--- config.mk ---
export PLATFORM = sky130hd
export DESIGN_NAME = bcomp_div
export DESIGN_NICKNAME = d
export VERILOG_FILES = /design/src/rtl/core/barometric_compensation_top_defines.svh /design/src/rtl/core/bcomp_pkg.sv /design/src/rtl/core/bcomp_div.sv
export SDC_FILE = /design/constraint.sdc
export NUM_CORES = 2
export LEC_CHECK = 0
export BUFFER_PORTS_ARGS = -buffer_cell sky130_fd_sc_hd__buf_2
export CELL_PAD_IN_SITES_DETAIL_PLACEMENT = 0
export CELL_PAD_IN_SITES_GLOBAL_PLACEMENT = 2
export CORE_ASPECT_RATIO = 0.5
export CORE_MARGIN = 10
export CORE_UTILIZATION = 51
export CTS_CLUSTER_DIAMETER = 200
export DETAILED_ROUTE_END_ITERATION = 12
export HOLD_SLACK_MARGIN = 0.06
export PLACE_DENSITY = 0.86
export SLEW_MARGIN = 20
export SYNTH_ARGS = -nofsm -noshare
export SYNTH_HDL_FRONTEND = slang
export SYNTH_SLANG_ARGS = --single-unit
--- constraint.sdc ---
create_clock -name i_clk -period 6.6 [get_ports i_clk]
set_clock_uncertainty 0.15 [all_clocks]
set_input_delay 0.66 -clock i_clk [delete_from_list [all_inputs] [get_ports i_clk]]
set_output_delay 0.66 -clock i_clk [all_outputs]
set_load 0.02 [all_outputs]
--- src/rtl/core/barometric_compensation_top_defines.svh ---
// ----------------------------------------------------------------------------
// Barometric compensation assertion macros
// Shared concurrent assertion forms, clocked on i_clk, held off in reset.
// ----------------------------------------------------------------------------
`ifndef BAROMETRIC_COMPENSATION_TOP_DEFINES_SVH
`define BAROMETRIC_COMPENSATION_TOP_DEFINES_SVH

// same-cycle implication
`define BCOMP_ASSERT_IMP(lbl, ante, cons, msg) \
    lbl: assert property (@(posedge i_clk) disable iff (!i_rst_n) (ante) |-> (cons)) \
        else $error(msg);

// next-cycle implication
`define BCOMP_ASSERT_NXT(lbl, ante, cons, msg) \
    lbl: assert property (@(posedge i_clk) disable iff (!i_rst_n) (ante) |=> (cons)) \
        else $error(msg);

`endif

--- src/rtl/core/bcomp_pkg.sv ---
// ----------------------------------------------------------------------------
// Barometric compensation package
// Payload types, register indexes and arithmetic constants.
// ----------------------------------------------------------------------------
package bcomp_pkg;

    typedef struct packed {
        logic [15:0] raw_temp;
        logic [18:0] raw_press;
    } t_bcomp_in;

    typedef struct packed {
        logic signed [15:0] temp_tenths;
        logic [17:0]        press_pa;
        logic               fault;
    } t_bcomp_out;

    localparam int BCOMP_NUM_W  = 32;
    localparam int BCOMP_DEN_W  = 20;
    localparam int BCOMP_SIDE_W = 40;

    localparam logic [2:0] BCOMP_REG_CAL_A = 3'd0;
    localparam logic [2:0] BCOMP_REG_CAL_B = 3'd1;
    localparam logic [2:0] BCOMP_REG_CAL_C = 3'd2;
    localparam logic [2:0] BCOMP_REG_CAL_D = 3'd3;
    localparam logic [2:0] BCOMP_REG_OSS   = 3'd4;

    localparam logic signed [27:0] BCOMP_B6_OFS   = 28'sd4000;
    localparam logic [15:0]        BCOMP_P_SCALE  = 16'd50000;
    localparam logic [31:0]        BCOMP_X3_BIAS  = 32'd32768;
    localparam logic [11:0]        BCOMP_C_SQ     = 12'd3038;
    localparam logic signed [14:0] BCOMP_C_LIN    = -15'sd7357;
    localparam logic signed [48:0] BCOMP_C_OFS    = 49'sd3791;
    localparam logic signed [49:0] BCOMP_P_MAX    = 50'sd262143;

endpackage

--- src/rtl/core/bcomp_div.sv ---
// ----------------------------------------------------------------------------
// Barometric compensation divider
// Unsigned restoring divider, one quotient bit per stage, with side payload.
// ----------------------------------------------------------------------------
module bcomp_div (
    input  logic                             i_clk,
    input  logic                             i_rst_n,
    input  logic                             i_en,
    input  logic                             i_vld,
    input  logic [bcomp_pkg::BCOMP_NUM_W-1:0]  i_num,
    input  logic [bcomp_pkg::BCOMP_DEN_W-1:0]  i_den,
    input  logic [bcomp_pkg::BCOMP_SIDE_W-1:0] i_side,
    output logic                             o_vld,
    output logic [bcomp_pkg::BCOMP_NUM_W-1:0]  o_quo,
    output logic [bcomp_pkg::BCOMP_SIDE_W-1:0] o_side
);

    localparam int NW = bcomp_pkg::BCOMP_NUM_W;
    localparam int DW = bcomp_pkg::BCOMP_DEN_W;
    localparam int SW = bcomp_pkg::BCOMP_SIDE_W;

    logic          r_vld  [NW];
    logic [DW-1:0] r_rem  [NW];
    logic [NW-1:0] r_quo  [NW];
    logic [DW-1:0] r_den  [NW];
    logic [SW-1:0] r_side [NW];

    logic [DW-1:0] n_rem  [NW];
    logic [NW-1:0] n_quo  [NW];

    always_comb begin
        logic [DW-1:0] s_rem;
        logic [NW-1:0] s_quo;
        logic [DW-1:0] s_den;
        logic [DW:0]   s_trial;
        logic          s_ge;
        for (int k = 0; k < NW; k++) begin
            if (k == 0) begin
                s_rem = '0;
                s_quo = i_num;
                s_den = i_den;
            end else begin
                s_rem = r_rem[k-1];
                s_quo = r_quo[k-1];
                s_den = r_den[k-1];
            end
            s_trial  = {s_rem, s_quo[NW-1]};
            s_ge     = s_trial >= {1'b0, s_den};
            n_rem[k] = s_ge ? DW'(s_trial - {1'b0, s_den}) : s_trial[DW-1:0];
            n_quo[k] = {s_quo[NW-2:0], s_ge};
        end
    end

    always_ff @(posedge i_clk) begin
        if (!i_rst_n) begin
            for (int k = 0; k < NW; k++) r_vld[k] <= 1'b0;
        end else if (i_en) begin
            r_vld[0] <= i_vld;
            for (int k = 1; k < NW; k++) r_vld[k] <= r_vld[k-1];
        end
    end

    always_ff @(posedge i_clk) begin
        if (i_en) begin
            r_den[0]  <= i_den;
            r_side[0] <= i_side;
            for (int k = 1; k < NW; k++) begin
                r_den[k]  <= r_den[k-1];
                r_side[k] <= r_side[k-1];
            end
            for (int k = 0; k < NW; k++) begin
                r_rem[k] <= n_rem[k];
                r_quo[k] <= n_quo[k];
            end
        end
    end

    assign o_vld  = r_vld[NW-1];
    assign o_quo  = r_quo[NW-1];
    assign o_side = r_side[NW-1];

endmodule

==> metrics.csv <==
metric,value,unit
startpoint types,register,
IO Port Bufs,168,
maximum VDD drop,0.230,mV
post-route cell area,0.163,sq mm
status,finished clean,
HP Start,r_side[5][39],
syn_nets,10100,
flop-to-flop setup slack,2300,ps
r2r endpoint,r_rem[0][89],
DP Area,0.152,sq mm
via-per-instance ratio,5.23,
largest net degree at the start of global routing,204,
Post-DP HPWL,158000,microns
GRT Residual Overflow,0,
I/O pin count,169,
clock tree root buffer cell,clkbuf_16,
PwrDens,433,mW/mm^2
row count,138,
crit share post-route,65.1,%
"Seq/Total Area, Yosys",73.3,%
fill count,21600,
worst slew pin tran,1090,ps
RSZ-0062 raised after global routing,no,
drt first pass iters,8,
synthesized area,0.146,sq mm
Hold Path End,r_side[5][79],
CTS clock-pin slew for the worst setup and hold paths,70,ps
number of hold violations in the final report,0,
Tot GR Track Use,15.4,%
area grow syn2layout,11.2,%
final core utilization,57.3,%
worst skew pair latency,880,ps
number of synthesized register bits,3576,
CTS Buf Count,317,
core area,0.284,sq mm
first-pass GRT wire length,389000,microns
Setup TNS Final,0,ps
most frequent cells in the layout,"edfxtp_1 (3575), inv_1 (791), ha_1 (622), nand2_1 (503), a21oi_1 (454)",
Setup-failing EPs final,0,
Clock Path Buffers,4,
ys flop type,edfxtp_1,
Global Route met2 Usage,27.5,%
post-layout min period,4300,ps
relative max-transition margin,27.5,%
initial DRC count,4176,
M1 GR Usage,19.1,%
Critical R2R Launch,r_den[3][1],
Worst EP required,7000,ps
Mean Syn Cell Area,15.7,sq um
Die Wd,778,microns
Total Wirelength,244000,microns
TritonCTS clock tree,built,
CP Capture Type,register,
die height,399,microns
Worst Reg-to-Reg Cells,12,
post-CTS setup repair buffer count,0,
"EDFF count, synth",3575,
via count,72400,
detailed-route DRC error count,0,
gr busiest metal,met2,
H-tree depth,5,
met3 Use GR,2.33,%
vias in the first global route,72600,
Initial Util,51.5,%
die area,0.310,sq mm
Max Fclk,233,MHz
Hold Crit Class,reg -> reg,
Setup CP Type,reg -> reg,
gpl congestion,0.848,
routed len/inst,17.7,microns
post-synthesis async set-or-reset flop share,0,%
worst-path fanout max,20,
hold path cells,0,
final slew viol count,0,
initial antenna violation count,1,
CTS resizes,0,
Critical Path AT,4700,ps
Synth Instances,9352,
share of cells above drive strength 1,10.5,%
Pleak,0.0614,uW
Synth cell types,99,
Post-layout nets,10600,
Clock Sink Count,3576,
Final ANT Viol Nets,0,
"commonest non-fill, non-tap cell in the layout",edfxtp_1,
synth warn,0,
Max-cap violations,0,
metrics by stage:
stage	hold slack, ps	worst slack, ps	cells	total power (uW)
4_1_cts	188	2270	13800	71200
2_1_floorplan	250	3490	9352	47400
5_1_grt	194	1870	13800	74900
6_report	242	2300	13800	70500
3_3_place_gp	250	2250	13200	52400
3_5_place_dp	255	2370	13200	52600
final cells by class:
cell class / count / area [sq um] / share of cell area [%]
sequential: 3576 / 107000 / 65.9
multi-input combinational: 4788 / 35100 / 21.5
clock buffer: 380 / 8260 / 5.07
tap: 3780 / 4730 / 2.90
inverter: 793 / 2980 / 1.83
timing repair buffer: 333 / 2580 / 1.59
clock inverter: 188 / 1840 / 1.13
antenna: 2 / 5.00 / 0.00307
synthesized netlist by cell type (53+ instances only):
cell type / instances / share of area [%]
ha_1: 622 / 5.3
nand4_1: 69 / 0.29
o21ai_0: 428 / 1.5
nor2b_1: 87 / 0.37
inv_1: 791 / 2.0
a21oi_1: 455 / 1.6
o31ai_1: 53 / 0.27
nor2_1: 382 / 0.98
mux2_2: 252 / 1.9
a31oi_1: 69 / 0.29
and3_1: 83 / 0.35
a21o_1: 248 / 1.3
nor3_1: 123 / 0.42
clkbuf_1: 75 / 0.19
edfxtp_1: 3575 / 73
buf_4: 77 / 0.39
nand3_1: 104 / 0.36
nand2_1: 503 / 1.3
o21a_1: 91 / 0.47
nand2b_1: 85 / 0.36
xor2_1: 156 / 0.93
xnor2_1: 280 / 1.7
how the worst max path moves through the flow:
stage / depth (start not counted) / from / slack, ps / end
final: 12 / r_den[3][1] / 2300 / r_rem[0][89]
after global routing: 12 / r_den[3][1] / 1870 / r_rem[0][98]
after CTS: 12 / r_den[3][1] / 2270 / r_rem[0][89]
after detailed placement: 12 / r_den[3][1] / 2370 / r_rem[0][89]
after global placement: 12 / r_den[3][1] / 2250 / r_rem[0][83]
after floorplan: 12 / r_den[26][1] / 3490 / r_rem[1][232]
cells by family (layout without fill, tap and decap cells):
| group | Yosys count | after routing | share of synthesized area, % |
|---|---|---|---|
| flops | 3576 | 3576 | 73.3 |
| xor+xnor | 436 | 436 | 2.61 |
| fa+ha+maj | 652 | 652 | 5.72 |
| mux | 332 | 332 | 2.57 |
| compound gates | 1756 | 1756 | 7.71 |
| simple gates | 1612 | 1612 | 5.27 |
| other cells | 0 | 2 | 0 |
| buf+inv | 988 | 1694 | 2.80 |
sequential cells by signal, indices dropped and copies added (netlist names):
signal	count
r_vld	32
r_rem	620
r_den	620
r_quo	1024
r_side	1280
timing repair:
action / in CTS / in global routing
endpoints found under the hold margin: 101 / 0
endpoints found under the setup margin: 0 / 0
hold buffers: 94 / 0
routing by layer:
| metal | up-vias | routed length, microns |
|---|---|---|
| met5 | - | 0 |
| met4 | 0 | 8750 |
| met3 | 502 | 7840 |
| met2 | 1025 | 124000 |
| met1 | 34800 | 104000 |
| li1 | 36100 | - |
power breakdown:
group,leakage [uW],switching [uW],internal (uW)
Combinational,0.0215,11500,9410
Clock,0.00488,8190,10100
Sequential,0.0350,1600,29700
Total,0.0614,21300,49200
worst max-delay path, stage by stage, from the launching register on:
cell      delay (ps)
edfxtp_1         400
inv_1             80
ha_1             300
nor2b_1          150
o31ai_1          390
a21oi_1          260
a221oi_1         540
o211ai_1         220
nand2_1          130
o21a_1           560
inv_1            510
nor2_1           200
a21oi_1           70
Power figures use the tool's default switching activity.
